File: src/fdsd_pkg.sv
// Shared types, constants and the delta table of the Fibonacci-delta sample decoder.
package fdsd_pkg;

    localparam int SAMPLE_W  = 8;
    localparam int GAIN_W    = 32;
    localparam int SCALED_W  = 40;
    localparam int CFG_IDX_W = 8;
    localparam int NIBBLE_W  = 4;

    // Queue between the front and back parts.
    localparam int QDEPTH  = 2;
    localparam int QPTR_W  = (QDEPTH > 1) ? $clog2(QDEPTH) : 1;
    localparam int QCNT_W  = $clog2(QDEPTH + 1);

    localparam logic [CFG_IDX_W-1:0] CFG_MODE = CFG_IDX_W'(0);
    localparam logic [CFG_IDX_W-1:0] CFG_GAIN = CFG_IDX_W'(1);

    localparam logic OP_DATA    = 1'b0;
    localparam logic OP_RESTART = 1'b1;

    localparam logic MODE_RAW   = 1'b0;
    localparam logic MODE_DELTA = 1'b1;

    localparam logic [GAIN_W-1:0] GAIN_UNITY = GAIN_W'(65536);

    typedef struct packed {
        logic              mode;
        logic [GAIN_W-1:0] gain;
    } t_cfg;

    // One queued byte: one sample in raw mode, two in delta mode.
    typedef struct packed {
        logic [SAMPLE_W-1:0] s0;
        logic [SAMPLE_W-1:0] s1;
        logic                two;
    } t_entry;

    // Signed Fibonacci delta for a 4-bit code, in two's complement.
    function automatic logic [SAMPLE_W-1:0] delta_of(input logic [NIBBLE_W-1:0] code);
        logic [SAMPLE_W-1:0] d;
        case (code)
            4'd0:    d = 8'hDE;  // -34
            4'd1:    d = 8'hEB;  // -21
            4'd2:    d = 8'hF3;  // -13
            4'd3:    d = 8'hF8;  // -8
            4'd4:    d = 8'hFB;  // -5
            4'd5:    d = 8'hFD;  // -3
            4'd6:    d = 8'hFE;  // -2
            4'd7:    d = 8'hFF;  // -1
            4'd8:    d = 8'h00;
            4'd9:    d = 8'h01;
            4'd10:   d = 8'h02;
            4'd11:   d = 8'h03;
            4'd12:   d = 8'h05;
            4'd13:   d = 8'h08;
            4'd14:   d = 8'h0D;
            4'd15:   d = 8'h15;
            default: d = 8'h00;
        endcase
        return d;
    endfunction

endpackage

File: src/fdsd_channels.sv
// Valid/ready channel interfaces for input items, result items and register writes.
interface fdsd_in_if;
    logic                          valid;
    logic                          ready;
    logic                          op;
    logic [fdsd_pkg::SAMPLE_W-1:0] data_byte;

    modport source (output valid, op, data_byte, input ready);
    modport sink   (input valid, op, data_byte, output ready);
endinterface

interface fdsd_out_if;
    logic                                 valid;
    logic                                 ready;
    logic signed [fdsd_pkg::SCALED_W-1:0] scaled_sample;
    logic signed [fdsd_pkg::SAMPLE_W-1:0] raw_sample;
    logic                                 last_of_run;

    modport source (output valid, scaled_sample, raw_sample, last_of_run, input ready);
    modport sink   (input valid, scaled_sample, raw_sample, last_of_run, output ready);
endinterface

interface fdsd_cfg_if;
    logic                           valid;
    logic                           ready;
    logic [fdsd_pkg::CFG_IDX_W-1:0] index;
    logic [fdsd_pkg::GAIN_W-1:0]    data;

    modport source (output valid, index, data, input ready);
    modport sink   (input valid, index, data, output ready);
endinterface

File: src/fdsd_front.sv
// Front part: accepts items, handles restarts and decodes bytes into samples.
module fdsd_front (
    input  logic               i_clk,
    input  logic               i_rst_n,
    fdsd_in_if.sink            i_in,
    input  fdsd_pkg::t_cfg     i_cfg,
    output logic               o_push,
    output fdsd_pkg::t_entry   o_entry,
    input  logic               i_push_ready
);

    logic [fdsd_pkg::SAMPLE_W-1:0] r_acc;
    logic [fdsd_pkg::SAMPLE_W-1:0] n_acc;
    logic [fdsd_pkg::SAMPLE_W-1:0] hi_sum;
    logic [fdsd_pkg::SAMPLE_W-1:0] lo_sum;
    logic                          accept;

    assign i_in.ready = i_push_ready;
    assign accept     = i_in.valid && i_push_ready;

    // Both nibble steps are chained here, so the queue holds finished samples.
    assign hi_sum = r_acc + fdsd_pkg::delta_of(i_in.data_byte[7:4]);
    assign lo_sum = hi_sum + fdsd_pkg::delta_of(i_in.data_byte[3:0]);

    always_comb begin
        o_push = i_in.valid && (i_in.op == fdsd_pkg::OP_DATA);
        n_acc  = r_acc;
        if (i_cfg.mode == fdsd_pkg::MODE_DELTA) begin
            o_entry.s0  = hi_sum;
            o_entry.s1  = lo_sum;
            o_entry.two = 1'b1;
        end else begin
            o_entry.s0  = i_in.data_byte;
            o_entry.s1  = i_in.data_byte;
            o_entry.two = 1'b0;
        end
        if (accept) begin
            if (i_in.op == fdsd_pkg::OP_RESTART) begin
                n_acc = '0;
            end else if (i_cfg.mode == fdsd_pkg::MODE_DELTA) begin
                n_acc = lo_sum;
            end
        end
    end

    always_ff @(posedge i_clk) begin
        if (!i_rst_n) begin
            r_acc <= '0;
        end else begin
            r_acc <= n_acc;
        end
    end

endmodule

File: src/fdsd_queue.sv
// Short queue of decoded entries between the front and back parts.
module fdsd_queue (
    input  logic             i_clk,
    input  logic             i_rst_n,
    input  logic             i_push,
    input  fdsd_pkg::t_entry i_entry,
    output logic             o_push_ready,
    output logic             o_valid,
    output fdsd_pkg::t_entry o_head,
    input  logic             i_pop
);

    fdsd_pkg::t_entry                r_mem [fdsd_pkg::QDEPTH];
    logic [fdsd_pkg::QPTR_W-1:0]     r_wptr;
    logic [fdsd_pkg::QPTR_W-1:0]     r_rptr;
    logic [fdsd_pkg::QCNT_W-1:0]     r_count;
    logic                            do_push;
    logic                            do_pop;

    assign o_push_ready = (r_count != fdsd_pkg::QCNT_W'(fdsd_pkg::QDEPTH));
    assign o_valid      = (r_count != '0);
    assign o_head       = r_mem[r_rptr];
    assign do_push      = i_push && o_push_ready;
    assign do_pop       = i_pop && o_valid;

    function automatic logic [fdsd_pkg::QPTR_W-1:0] next_ptr(
        input logic [fdsd_pkg::QPTR_W-1:0] p);
        logic [fdsd_pkg::QPTR_W-1:0] r;
        if (p == fdsd_pkg::QPTR_W'(fdsd_pkg::QDEPTH - 1)) begin
            r = '0;
        end else begin
            r = p + 1'b1;
        end
        return r;
    endfunction

    always_ff @(posedge i_clk) begin
        if (do_push) begin
            r_mem[r_wptr] <= i_entry;
        end
    end

    always_ff @(posedge i_clk) begin
        if (!i_rst_n) begin
            r_wptr  <= '0;
            r_rptr  <= '0;
            r_count <= '0;
        end else begin
            if (do_push) begin
                r_wptr <= next_ptr(r_wptr);
            end
            if (do_pop) begin
                r_rptr <= next_ptr(r_rptr);
            end
            case ({do_push, do_pop})
                2'b10:   r_count <= r_count + 1'b1;
                2'b01:   r_count <= r_count - 1'b1;
                default: r_count <= r_count;
            endcase
        end
    end

`ifndef SYNTHESIS
    a_count_bound: assert property (@(posedge i_clk) disable iff (!i_rst_n)
        r_count <= fdsd_pkg::QCNT_W'(fdsd_pkg::QDEPTH))
        else $error("queue count beyond depth");
    a_ptr_gap: assert property (@(posedge i_clk) disable iff (!i_rst_n)
        (r_count == '0 || r_count == fdsd_pkg::QCNT_W'(fdsd_pkg::QDEPTH))
        |-> (r_wptr == r_rptr))
        else $error("queue pointers disagree with count");
`endif

endmodule

File: src/fdsd_back.sv
// Back part: walks the samples of each queued entry and applies the volume.
module fdsd_back (
    input  logic             i_clk,
    input  logic             i_rst_n,
    input  logic             i_valid,
    input  fdsd_pkg::t_entry i_head,
    output logic             o_pop,
    input  fdsd_pkg::t_cfg   i_cfg,
    fdsd_out_if.source       o_out
);

    logic                                 r_sub;
    logic                                 r_valid;
    logic signed [fdsd_pkg::SCALED_W-1:0] r_scaled;
    logic [fdsd_pkg::SAMPLE_W-1:0]        r_raw;
    logic                                 r_last;
    logic                                 load;
    logic                                 emit;
    logic                                 last;
    logic [fdsd_pkg::SAMPLE_W-1:0]        sample;
    logic signed [fdsd_pkg::SCALED_W:0]   prod;

    localparam int EXT_W = fdsd_pkg::SCALED_W + 1;

    assign load   = !r_valid || o_out.ready;
    assign emit   = load && i_valid;
    // The first sample of a delta entry leaves the entry in the queue.
    assign last   = !i_head.two || r_sub;
    assign o_pop  = emit && last;
    assign sample = r_sub ? i_head.s1 : i_head.s0;
    assign prod   = $signed({{(EXT_W - fdsd_pkg::SAMPLE_W){sample[fdsd_pkg::SAMPLE_W-1]}}, sample})
                  * $signed({{(EXT_W - fdsd_pkg::GAIN_W){1'b0}}, i_cfg.gain});

    assign o_out.valid         = r_valid;
    assign o_out.scaled_sample = r_scaled;
    assign o_out.raw_sample    = $signed(r_raw);
    assign o_out.last_of_run   = r_last;

    always_ff @(posedge i_clk) begin
        if (emit) begin
            r_scaled <= prod[fdsd_pkg::SCALED_W-1:0];
            r_raw    <= sample;
            r_last   <= last;
        end
    end

    always_ff @(posedge i_clk) begin
        if (!i_rst_n) begin
            r_valid <= 1'b0;
            r_sub   <= 1'b0;
        end else begin
            if (load) begin
                r_valid <= i_valid;
            end
            if (emit) begin
                r_sub <= !last;
            end
        end
    end

`ifndef SYNTHESIS
    a_sub_has_head: assert property (@(posedge i_clk) disable iff (!i_rst_n)
        r_sub |-> (i_valid && i_head.two))
        else $error("second sample pending without a delta entry");
    a_first_holds_entry: assert property (@(posedge i_clk) disable iff (!i_rst_n)
        (r_valid && !r_last) |-> r_sub)
        else $error("first sample shown but its entry was released");
`endif

endmodule

File: src/fib_delta_sample_decoder.sv
// Top level of the Fibonacci-delta sample decoder: registers, front, queue and back.
// Each input item is a body byte or a restart. A restart clears the delta accumulator and
// yields no result. In raw mode a byte yields one signed sample; in delta mode its high and
// then low nibble each add a Fibonacci delta to the accumulator, yielding two samples. Every
// sample leaves with its product by the 16.16 volume (exact, 40 bits signed). The front decodes
// a byte combinationally and a two-entry queue feeds the back, which emits one result per cycle
// while the output is ready, from the single output register of the back part. An accepted byte
// is registered in the queue and then, sample by sample, in that output register of the back part.
// Register writes are always accepted and should be made while the block is idle.
module fib_delta_sample_decoder (
    input  logic       i_clk,
    input  logic       i_rst_n,
    fdsd_in_if.sink    i_in,
    fdsd_out_if.source o_out,
    fdsd_cfg_if.sink   i_cfg
);

    fdsd_pkg::t_cfg   r_cfg;
    fdsd_pkg::t_entry push_entry;
    fdsd_pkg::t_entry head;
    logic             push;
    logic             push_ready;
    logic             q_valid;
    logic             pop;

    assign i_cfg.ready = 1'b1;

    always_ff @(posedge i_clk) begin
        if (!i_rst_n) begin
            r_cfg.mode <= fdsd_pkg::MODE_RAW;
            r_cfg.gain <= fdsd_pkg::GAIN_UNITY;
        end else if (i_cfg.valid) begin
            case (i_cfg.index)
                fdsd_pkg::CFG_MODE: r_cfg.mode <= i_cfg.data[0];
                fdsd_pkg::CFG_GAIN: r_cfg.gain <= i_cfg.data;
                default:            r_cfg      <= r_cfg;
            endcase
        end
    end

    fdsd_front u_front (
        .i_clk        (i_clk),
        .i_rst_n      (i_rst_n),
        .i_in         (i_in),
        .i_cfg        (r_cfg),
        .o_push       (push),
        .o_entry      (push_entry),
        .i_push_ready (push_ready)
    );

    fdsd_queue u_queue (
        .i_clk        (i_clk),
        .i_rst_n      (i_rst_n),
        .i_push       (push),
        .i_entry      (push_entry),
        .o_push_ready (push_ready),
        .o_valid      (q_valid),
        .o_head       (head),
        .i_pop        (pop)
    );

    fdsd_back u_back (
        .i_clk   (i_clk),
        .i_rst_n (i_rst_n),
        .i_valid (q_valid),
        .i_head  (head),
        .o_pop   (pop),
        .i_cfg   (r_cfg),
        .o_out   (o_out)
    );

endmodule

File: src/flat_wrapper.sv
// flat-port wrapper written by rule: the top's interface ports become plain ports
module fib_delta_sample_decoder_flat 
  (i_clk, i_rst_n, i_in_valid, i_in_op, i_in_data_byte, i_in_ready, o_out_valid, o_out_scaled_sample, o_out_raw_sample, o_out_last_of_run, o_out_ready, i_cfg_valid, i_cfg_index, i_cfg_data, i_cfg_ready);
  fdsd_in_if i_in_i ();
  fdsd_out_if o_out_i ();
  fdsd_cfg_if i_cfg_i ();
  input  logic i_clk;
  input  logic i_rst_n;
  input wire logic [$bits(i_in_i.valid)-1:0] i_in_valid;
  input wire logic [$bits(i_in_i.op)-1:0] i_in_op;
  input wire logic [$bits(i_in_i.data_byte)-1:0] i_in_data_byte;
  output wire logic [$bits(i_in_i.ready)-1:0] i_in_ready;
  output wire logic [$bits(o_out_i.valid)-1:0] o_out_valid;
  output wire logic [$bits(o_out_i.scaled_sample)-1:0] o_out_scaled_sample;
  output wire logic [$bits(o_out_i.raw_sample)-1:0] o_out_raw_sample;
  output wire logic [$bits(o_out_i.last_of_run)-1:0] o_out_last_of_run;
  input wire logic [$bits(o_out_i.ready)-1:0] o_out_ready;
  input wire logic [$bits(i_cfg_i.valid)-1:0] i_cfg_valid;
  input wire logic [$bits(i_cfg_i.index)-1:0] i_cfg_index;
  input wire logic [$bits(i_cfg_i.data)-1:0] i_cfg_data;
  output wire logic [$bits(i_cfg_i.ready)-1:0] i_cfg_ready;
  assign i_in_i.valid = i_in_valid;
  assign i_in_i.op = i_in_op;
  assign i_in_i.data_byte = i_in_data_byte;
  assign i_in_ready = i_in_i.ready;
  assign o_out_valid = o_out_i.valid;
  assign o_out_scaled_sample = o_out_i.scaled_sample;
  assign o_out_raw_sample = o_out_i.raw_sample;
  assign o_out_last_of_run = o_out_i.last_of_run;
  assign o_out_i.ready = o_out_ready;
  assign i_cfg_i.valid = i_cfg_valid;
  assign i_cfg_i.index = i_cfg_index;
  assign i_cfg_i.data = i_cfg_data;
  assign i_cfg_ready = i_cfg_i.ready;
  fib_delta_sample_decoder u_core (.i_clk(i_clk), .i_rst_n(i_rst_n), .i_in(i_in_i), .o_out(o_out_i), .i_cfg(i_cfg_i));
endmodule
File: config.mk
export PLATFORM = sky130hd
export DESIGN_NAME = fib_delta_sample_decoder_flat
export DESIGN_NICKNAME = d
export VERILOG_FILES = /design/src/fdsd_pkg.sv /design/src/fdsd_channels.sv /design/src/fdsd_front.sv /design/src/fdsd_queue.sv /design/src/fdsd_back.sv /design/src/fib_delta_sample_decoder.sv /design/src/flat_wrapper.sv
export SDC_FILE = /design/constraint.sdc
export NUM_CORES = 1
export LEC_CHECK = 0
export ABC_AREA = 0
export BUFFER_PORTS_ARGS = -buffer_cell sky130_fd_sc_hd__clkbuf_2
export CAP_MARGIN = 20
export CORE_UTILIZATION = 45
export DETAILED_ROUTE_END_ITERATION = 16
export GPL_TIMING_DRIVEN = 0
export PLACE_DENSITY = 0.61
export SYNTH_ARGS = -nofsm -noshare
export SYNTH_HDL_FRONTEND = slang
export SYNTH_HIERARCHICAL = 1
export SYNTH_SLANG_ARGS = --single-unit
File: constraint.sdc
create_clock -name i_clk -period 9.8 [get_ports i_clk]
set_input_delay 1.47 -clock i_clk [delete_from_list [all_inputs] [get_ports i_clk]]
set_output_delay 1.47 -clock i_clk [all_outputs]
set_load 0.02 [all_outputs]
; After elaboration in Yosys (flattened, before gate mapping)
; Memory sizes are Yosys's and may differ from the RTL's. A register that Yosys moved wholly into a read port is not among the register bits.
; Cells that the tools add are included.
[word_totals]
reg_bits = 96
ramBits = 34
rom_bits = 256
in_bits = 54
out_inout_bits = 52
memories = 3
[op_classes]
n_addsub = 6
multipliers = 1
n_eq_ne = 4
n_mux = 11
bitwise = 1
n_reduce_logical = 18
[mem_list]
columns = name, depth, word_bits, rd, rd_ports_with_merged_regs, write_ports, line
row1 = (no name shown), 16, 8, 1, 0, 0, fdsd_pkg.sv:41  ; case (code)
row2 = (no name shown), 16, 8, 1, 0, 0, fdsd_pkg.sv:41
row3 = u_core.u_queue.r_mem, 2, 17, 1, 1, 1, fdsd_queue.sv:13  ; fdsd_pkg::t_entry r_mem [fdsd_pkg::QDEPTH];
[op_table]
columns = operator, count
row1 = multiplier 8 x 33 -> 40 bit, 1
row2 = two-way mux 8 bit, 3
row3 = two-way mux 17 bit, 1
row4 = adder 8 bit, 2
row5 = equality test 8 x 1 -> 1 bit (second input constant), 1
row6 = logical NOT 8 bit, 1
row7 = logical AND 1 bit, 6
row8 = two-way mux 1 bit, 6
row9 = AND reduction 2 bit, 3
row10 = nonzero test 2 bit, 3
row11 = case mux 2 bit (2 select lines), 1
row12 = logical NOT 1 bit, 3
row13 = adder 1 bit (second input constant), 2
row14 = adder 2 x 1 -> 2 bit (second input constant), 1
row15 = equality test 2 x 1 -> 1 bit (second input constant), 1
row16 = equality test 2 bit (second input constant), 1
row17 = logical OR 1 bit, 2
row18 = != test 2 bit (second input constant), 1
row19 = subtractor 2 x 1 -> 2 bit (second input constant), 1
row20 = inverter 1 bit, 1

; Depth between registers and ports, before layout
; Gate-level depths: netlist of run 1.
[logic_depth]
ltp_word = 7
depth_mapped = 23

; Hierarchy
; Netlist of run 1, hierarchy kept.
[by_module_without_submodules]
columns = module, instances, cells_per_inst, area_each_um2, seq_area_each_um2
row1 = fdsd_back, 1, 1120, 10496.3, 1511.4
row2 = fdsd_front, 1, 196, 1460.2, 160.2
row3 = fdsd_queue, 1, 77, 1457.6, 1121.1
row4 = fib_delta_sample_decoder, 1, 147, 1367.6, 660.6

; Worst setup path after synthesis of run 1
; No wires, ideal clock.
[synth_timing]
path_kind = register to register
startpoint = reg (tool-made name)
endpoint = reg u_core.u_back.r_scaled (netlist bit u_core/u_back/o_out.scaled_sample[26]) (data pin)
setup_ns = 0.262
arrival_ns = 5.547
required_ns = 9.538
slack_ns = 3.991
path_stages_with_launch = 22
period_less_slack_ns = 5.809
path_cell_list = dfxtp_1 > buf_2 > buf_2 > mux2_2 > mux2i_1 > clkbuf_1 > nor2_1 > fa_1 > fa_1 > fa_1 > inv_1 > fa_1 > inv_1 > ha_1 > buf_2 > o21a_1 > o211ai_1 > o21bai_1 > o21ai_1 > a21boi_0 > o21ai_1 > xor2_1
[synth_lines]
columns = item, line
row1 = to (signal assigned), fdsd_back.sv:41  ; r_scaled <= prod[fdsd_pkg::SCALED_W-1:0];
row2 = to (decl), fdsd_back.sv:14  ; logic signed [fdsd_pkg::SCALED_W-1:0] r_scaled;

==> impl_results.md, run 1 <==
* Commonest non-fill, non-tap cell in the layout: sky130_fd_sc_hd__inv_1
* Number of buffers created by CTS at 17
* Detailed-route via count at 10.7k
* Buffers from clock root to sink, at most at 2
* Maximum fanout along the worst path at 10
* Clock-pin slew on the worst setup and hold paths at 0.07 ns
* Synthesized-area fraction occupied by xor and xnor cells at around 3.1%
* Detailed-route wire length at 35,800 um
* Proportion of layout cells with a drive suffix above 1 at between 10% and 20%
* Proportion of power drawn by the clock network at about a third
* Number of flops mapped to enable cells by yosys at 83
* Mean instance size in the synthesized netlist at 9.60 um2
* Main combinational cell family by area after synthesis: adder cells
* Final period util at roughly four fifths
* Clock period minus final worst setup slack at 7.77 ns
* CTS HTree Levels at 4
* Adder-cell share of the synthesized area at 34.5%
* Routability Congestion at around 0.86
* Cell types occupying the most area after synthesis: sky130_fd_sc_hd__fa_1, sky130_fd_sc_hd__edfxtp_1, sky130_fd_sc_hd__ha_1
* Cell variety after synth at 85
* Buffer count from post-CTS setup fixing at 0
* Global-route wire length before repair at just under 60,000 um
* Initial DRC count at 521
* HPWL after detailed placement at ~28,000 um
* # clock sinks at 131
* Total die area at 33,600 um2
* Overall routing resource usage at 22.9%
* Initial cell density of the core at 45.5%
* Master cell of the clock root buffer: sky130_fd_sc_hd__clkbuf_16
* Post-synth top area share at 24.8%
* Design internal power at 1.23 mW
* Core Footprint at roughly 32,000 um2
* Leak Pwr at ~7.7 nW
* Number of top-level pins at 106
* Synthesized area at 14,800 um2
* GR Overflow Total at 0
* Comb pwr share at between 30% and 40%
* Slew at the pin with the worst max-slew slack at between 1 and 1.5 ns
* Die width at between 150 and 200 um
* FMAX at 0.129 GHz
* Post-Synthesis Net Count at between 1.5k and 2k
* Number of nets in the layout at 2,013
* N_diodes at 0
* Number of gates resized after cts at 0
* Fraction of the mapped netlist area in simple logic gates at 16.6%
* Proportion of register bits with asynchronous set or reset after synthesis at 0%
* # hold bufs at CTS at 0
* Final hold violation count at 0
* Filler-free cell count of the finished design at ~2.1k
* Antenna violations before repair at 0
* CTS tree: yes
* Mux contribution to synthesized area at about 4.3%
* Worst-case hold slack at 0.497 ns
* Max Cap Viol at 0
* Startpoint type of the worst setup path: flop
* Element type at the critical path end: flop
* DR WL/cell at between 15 and 20 um
* Die Height at 183 um
* Sequential area share after synthesis at 23.4%
* Via count of the first global-routing pass at about 11k
* Final Skew at 0.0144 ns
* Max Transition Viols Final at 0
* Number of standard cells after synthesis at 1,540
* Clock Latency Late Sink at 0.45 ns
* Synthesized flop and latch total at 131
* Kind of path behind the tightest hold check: flop to flop
* Power density relative to cell area at approximately 120 nW/um2
* Flip-flop cell with the highest count after synthesis: sky130_fd_sc_hd__edfxtp_1
* RSZ-0062 raised after global routing: no
* Residual DRC count at 0
* Commonest cells after routing, fill and taps aside: sky130_fd_sc_hd__inv_1, sky130_fd_sc_hd__fa_1, sky130_fd_sc_hd__and2_1, sky130_fd_sc_hd__nand2_1, sky130_fd_sc_hd__ha_1
* Worst path required time at around 10 ns
* Antenna Nets Post-Route at 0
* Area fraction in compound gates after synthesis at around 8.8%
* Cell total after placement at 2,084
* Worst VDD drop at 0.126 mV
* Sw frac at 36.7%
* Arrival time of the worst setup path at around 8 ns
* YS warnings at 6
* Largest net degree at the start of global routing at 29
* Via density per instance at 5.04
* Number of standard-cell rows in the floorplan at 66
* Iteration count of the initial detailed-routing pass at 5
* Critical path class: flop to flop
* Sequential share of power at 33.9%
* Post-synthesis to final-layout area growth at 11.4%
* Switching power at slightly above 0.7 mW
* Quantity of I/O buffers inserted on ports at 101
* Largest area contributor in the synthesized netlist: sky130_fd_sc_hd__fa_1
* Slew headroom at 26.9%
* Run status: finished, final reports clean
* Setup TNS after final layout at 0 ns
* Final setup violation count at 0
power by group through the flow:
stage	Clock (mW)	Sequential [mW]	Combinational [mW]
floorplan	0	0.712	0.386
global placement	0	0.674	0.599
detailed placement	0	0.672	0.609
CTS	0.695	0.660	0.613
global route	0.716	0.663	0.680
finish	0.677	0.659	0.609
layer usage:
| metal | share of wire, % | up-vias | global-route usage (%) |
|---|---|---|---|
| li1 | - | 5124 | - |
| met1 | 45 | 5263 | 29.9 |
| met2 | 49 | 242 | 39.4 |
| met3 | 4.2 | 40 | 3.26 |
| met4 | 2.1 | 0 | 6.57 |
| met5 | 0 | - | 0 |
critical path, stage by stage, from the launching register on:
cell and delay, ns:
sky130_fd_sc_hd__dfxtp_1 0.30, sky130_fd_sc_hd__buf_2 0.21, sky130_fd_sc_hd__buf_2 0.31, sky130_fd_sc_hd__mux2_2 0.37, sky130_fd_sc_hd__mux2i_1 0.83, sky130_fd_sc_hd__clkbuf_1 0.62, sky130_fd_sc_hd__nor2_1 0.14, sky130_fd_sc_hd__fa_1 0.54
sky130_fd_sc_hd__fa_1 0.53, sky130_fd_sc_hd__fa_1 0.55, sky130_fd_sc_hd__inv_1 0.05, sky130_fd_sc_hd__fa_1 0.52, sky130_fd_sc_hd__inv_1 0.04, sky130_fd_sc_hd__ha_1 0.37, sky130_fd_sc_hd__o211ai_1 0.12, sky130_fd_sc_hd__a21oi_1 0.38
sky130_fd_sc_hd__nor2_1 0.15, sky130_fd_sc_hd__o41ai_1 0.82, sky130_fd_sc_hd__a2111oi_1 0.29, sky130_fd_sc_hd__nor3_2 0.26, sky130_fd_sc_hd__xor2_1 0.09
cell type report:
type | count | area [um2]
Fill cell | 3026 | 16000
Buffer | 59 | 295
Multi-Input combinational cell | 1065 | 9960
Timing Repair Buffer | 102 | 526
Clock buffer | 17 | 425
Sequential cell | 131 | 3450
Inverter | 285 | 1070
Clock inverter | 15 | 179
Tap cell | 442 | 553
logic make-up after synthesis:
family | after synthesis
buffers and inverters | 344
and+or+nand+nor | 466
xor gates and xnor gates | 52
AOI/OAI and AO/OA | 188
muxes | 60
other | 1
adders and majority gates | 298
DFF | 131
Yosys cell counts (3+ instances only):
cell,count
sky130_fd_sc_hd__o21bai_1,7
sky130_fd_sc_hd__dfxtp_1,48
sky130_fd_sc_hd__o21ai_1,12
sky130_fd_sc_hd__mux2_2,24
sky130_fd_sc_hd__nand4_1,5
sky130_fd_sc_hd__xor2_1,14
sky130_fd_sc_hd__nor2b_1,44
sky130_fd_sc_hd__buf_4,4
sky130_fd_sc_hd__xnor2_1,37
sky130_fd_sc_hd__and3_1,4
sky130_fd_sc_hd__nand3_1,8
sky130_fd_sc_hd__nand2_1,138
sky130_fd_sc_hd__edfxtp_1,83
sky130_fd_sc_hd__nor3_1,4
sky130_fd_sc_hd__fa_1,183
sky130_fd_sc_hd__nor3b_1,3
sky130_fd_sc_hd__a21o_1,19
sky130_fd_sc_hd__a211oi_1,5
sky130_fd_sc_hd__buf_8,3
sky130_fd_sc_hd__o21ai_0,21
sky130_fd_sc_hd__nor2_1,57
sky130_fd_sc_hd__buf_2,8
sky130_fd_sc_hd__a31oi_1,3
sky130_fd_sc_hd__a21oi_1,58
sky130_fd_sc_hd__or3_1,6
sky130_fd_sc_hd__a22oi_1,5
sky130_fd_sc_hd__o21a_1,8
sky130_fd_sc_hd__mux2i_1,36
sky130_fd_sc_hd__o41ai_1,3
sky130_fd_sc_hd__and2_1,169
sky130_fd_sc_hd__o211ai_1,7
sky130_fd_sc_hd__ha_1,115
sky130_fd_sc_hd__clkbuf_1,41
sky130_fd_sc_hd__nand2b_1,7
sky130_fd_sc_hd__or2_2,7
sky130_fd_sc_hd__inv_1,285
per-stage QoR:
stage / util (%) / total power, mW / area, um2 / setup slack (ns)
2_1_floorplan: - / 1.10 / 14800 / 3.99
3_3_place_gp: 48.8 / 1.27 / 15800 / 2.16
3_5_place_dp: 48.9 / 1.28 / 15900 / 2.16
4_1_cts: 50.7 / 1.97 / 16500 / 2.13
5_1_grt: 50.7 / 2.06 / 16500 / 1.78
6_report: 50.7 / 1.94 / 16500 / 2.03
path summary, 6_finish.rpt:
path / start / end / slack, ns / cells past startpoint
hold reg to reg: u_core/u_front/r_acc[2] / u_core/u_front/r_acc[2] / 0.50 / 2
hold / removal: u_core/u_front/r_acc[2] / u_core/u_front/r_acc[2] / 0.50 / 2
setup reg to reg: flop / u_core/u_back/o_out.scaled_sample[36] / 2.03 / 20
setup / recovery: flop / u_core/u_back/o_out.scaled_sample[36] / 2.03 / 20
sequential cells by signal (all words and copies together) (netlist names), named ones only:
name,count
u_core/u_back/o_out.scaled_sample,40
u_core/u_queue/r_mem,34
u_core/r_cfg,33
u_core/u_back/o_out.raw_sample,8
u_core/u_front/r_acc,8
u_core/u_queue/r_count,2
u_core/u_back/o_out.last_of_run,1
u_core/u_back/o_out.valid,1
u_core/u_back/r_sub,1
u_core/u_queue/r_rptr,1
u_core/u_queue/r_wptr,1
(Power assumes the default switching activity.)
==> inputs of run 2 (changes only) <==
PLACE_DENSITY = 0.64   (was 0.61)
clock period = 6.5 ns   (was 9.8 ns; I/O delays follow)
==> run 2 against run 1 <==
  * Sequential cell count is the same
  * Critical path depth grew 2
  * Worst hold slack is essentially flat
  * Via count grew 2.0%
  * Largest power group unchanged
  * Cell count is essentially flat
  * Die area is the same
  * Largest cell class unchanged
  * Clock power grew 55%
  * Register-to-register slack lost 1.9 ns
  * First-iteration DRC count grew 3.8%
  * Clock skew shrank 0.0033 ns
  * Core utilization grew 0.49 points
==> impl_results.md, run 2 (synthesized netlist as in run 1, its figures left out) <==
* HPWL after detailed placement at 28,300 um
* Commonest non-fill, non-tap cell in the layout: sky130_fd_sc_hd__inv_1
* Initial DRC count at 541
* Max Transition Viols Final at 0
* Clock-pin slew on the worst setup and hold paths at 0.07 ns
* # clock sinks at 131
* Power density relative to cell area at 179 nW/um2
* Routability Congestion at between 0.8 and 0.9
* Hold Path Stages at 2
* Critical path's largest stage delay at 0.54 ns
* Final design area excluding fillers at 16,600 um2
* GR Overflow Total at 0
* Antenna violations before repair at 0
* Master cell of the clock root buffer: sky130_fd_sc_hd__clkbuf_16
* Buffers from clock root to sink, at most at 2
* Final period util at between 90% and 100%
* Tot Pwr at between 2 and 3 mW
* Category of cells accounting for the largest share of critical-path delay: adder cells
* DR WL/cell at 17.1 um
* N_diodes at 0
* Slew at the pin with the worst max-slew slack at 0.784 ns
* Crit-path most repeated cell: sky130_fd_sc_hd__inv_1
* Largest register FFs at 40
* Critical path class: flop to flop
* Final setup violation count at 0
* Post-route setup slack at around 0.11 ns
* Worst setup slack before clock tree synthesis at -1.12 ns
* Commonest cells after routing, fill and taps aside: sky130_fd_sc_hd__inv_1, sky130_fd_sc_hd__fa_1, sky130_fd_sc_hd__and2_1, sky130_fd_sc_hd__nand2_1, sky130_fd_sc_hd__clkbuf_2
* Die Height at 183 um
* Worst-case hold slack at 0.497 ns
* Global-route wire length before repair at ~60,000 um
* Via count of the first global-routing pass at about 11k
* FMAX at 0.156 GHz
* Via density per instance at approximately 5.1
* Filler-free cell count of the finished design at roughly 2.1k
* Die width at 183 um
* Total die area at roughly 34,000 um2
* Worst path required time at 6.70 ns
* Hold Startpoint: u_core/u_front/r_acc[0]
* Library cell contributing the largest single delay on the critical path: sky130_fd_sc_hd__fa_1
* Fin util at 51.2%
* Core Footprint at ~32,000 um2
* Leak Pwr at 7.86 nW
* Iteration count of the initial detailed-routing pass at 4
* Post-synthesis to final-layout area growth at 12.5%
* Number of buffers created by CTS at 17
* Kind of path behind the tightest hold check: flop to flop
* Antenna Nets Post-Route at 0
* Run status: finished, final reports clean
* Multi-input gate area in the final layout at between 10,000 and 15,000 um2
* Detailed-route wire length at 36,200 um
* Cell depth of the worst flop-to-flop path at 22
* Proportion of layout cells with a drive suffix above 1 at between 10% and 20%
* Final Skew at 0.0111 ns
* Setup TNS after final layout at 0 ns
* Residual DRC count at 0
* Largest net degree at the start of global routing at 31
* Startpoint type of the worst setup path: flop
* Overall routing resource usage at 22.9%
* Arrival time of the worst setup path at 6.59 ns
* Worst R2R End: u_core/u_back/o_out.scaled_sample[36]
* Slew headroom at 47.7%
* RSZ-0062 raised after global routing: yes
* CTS HTree Levels at 4
* Clock Latency Late Sink at roughly 0.45 ns
* Cell total after placement at around 2.1k
* Number of standard-cell rows in the floorplan at 66
* Quantity of I/O buffers inserted on ports at 101
* Total buffers and inverters traversed by the critical path at 7
* Number of top-level pins at 106
* Total placed instance area at 15,900 um2
* Storage cell area at 3450 um2
* CTS tree: yes
* Detailed-route via count at 10.9k
* Final hold violation count at 0
* Sink of the worst hold path: u_core/u_front/r_acc[0]
* Initial cell density of the core at between 40% and 50%
* Number of nets in the layout at roughly 2.0k
* Clock period minus final worst setup slack at around 6.4 ns
* Element type at the critical path end: flop
* Max Cap Viol at 0
* Maximum fanout along the worst path at 10
* R2R setup slack at 0.11 ns
* Crit path cell chain: buf_2 > buf_4 > mux2_2 > mux2_2 > clkbuf_1 > and2_1 > ha_1 > inv_1 > fa_1 > inv_1 > fa_1 > inv_1 > fa_1 > inv_1 > ha_1 > a21o_1 > a21o_1 > a21oi_1 > nand2_1 > a2111oi_2 > nor3_2 > xor2_1
* Number of inserted filler cells in the final layout at between 3k and 4k
* Worst VDD drop at 0.181 mV
-- run 2: power by group --
| group | internal, mW | switching (mW) | total (mW) |
|---|---|---|---|
| clock | 0.591 | 0.457 | 1.05 |
| sequential | 0.975 | 0.0221 | 0.997 |
| combinational | 0.337 | 0.593 | 0.930 |
| total | 1.90 | 1.07 | 2.97 |
-- run 2: layout make-up --
class | instances | share of cell area, %
multi-input cells | 1065 | 60.4
repair buffers | 105 | 3.30
flip-flops and latches | 131 | 20.8
clock inverters | 15 | 1.23
plain buffers | 58 | 1.96
well taps | 442 | 3.33
clock buffers | 17 | 2.56
inverters | 285 | 6.44
-- run 2: worst min-delay path, stage by stage (launching register included) --
cell and delay, ns:
sky130_fd_sc_hd__dfxtp_1 0.33, sky130_fd_sc_hd__a21oi_1 0.06, sky130_fd_sc_hd__nor2_1 0.07
-- run 2: worst max path at each step --
stage               start                                     to  slack [ns]  cells past startpoint
floorplan            flop  u_core/u_back/o_out.scaled_sample[26]        0.69                     21
global placement     flop  u_core/u_back/o_out.scaled_sample[36]       -1.11                     20
detailed placement   flop  u_core/u_back/o_out.scaled_sample[36]       -1.12                     20
CTS                  flop  u_core/u_back/o_out.scaled_sample[36]       0.007                     21
global route         flop  u_core/u_back/o_out.scaled_sample[36]       -0.08                     22
finish               flop  u_core/u_back/o_out.scaled_sample[36]        0.11                     22
-- run 2: timing repair --
action	4_1_cts	5_1_grt
buffers inserted	1	2
pin swaps	1	2
endpoints found under the setup margin	28	14
resized for setup	20	41
hold buffers	0	0
gates cloned	0	0
-- run 2: layer usage --
layer  global-route usage (%)  part of all wire (%)  wire, um
met3                     3.30                   3.8      1370
met1                     29.4                    45     16100
met4                     9.67                   3.2      1170
met2                     38.6                    48     17500
met5                        0                     0         0
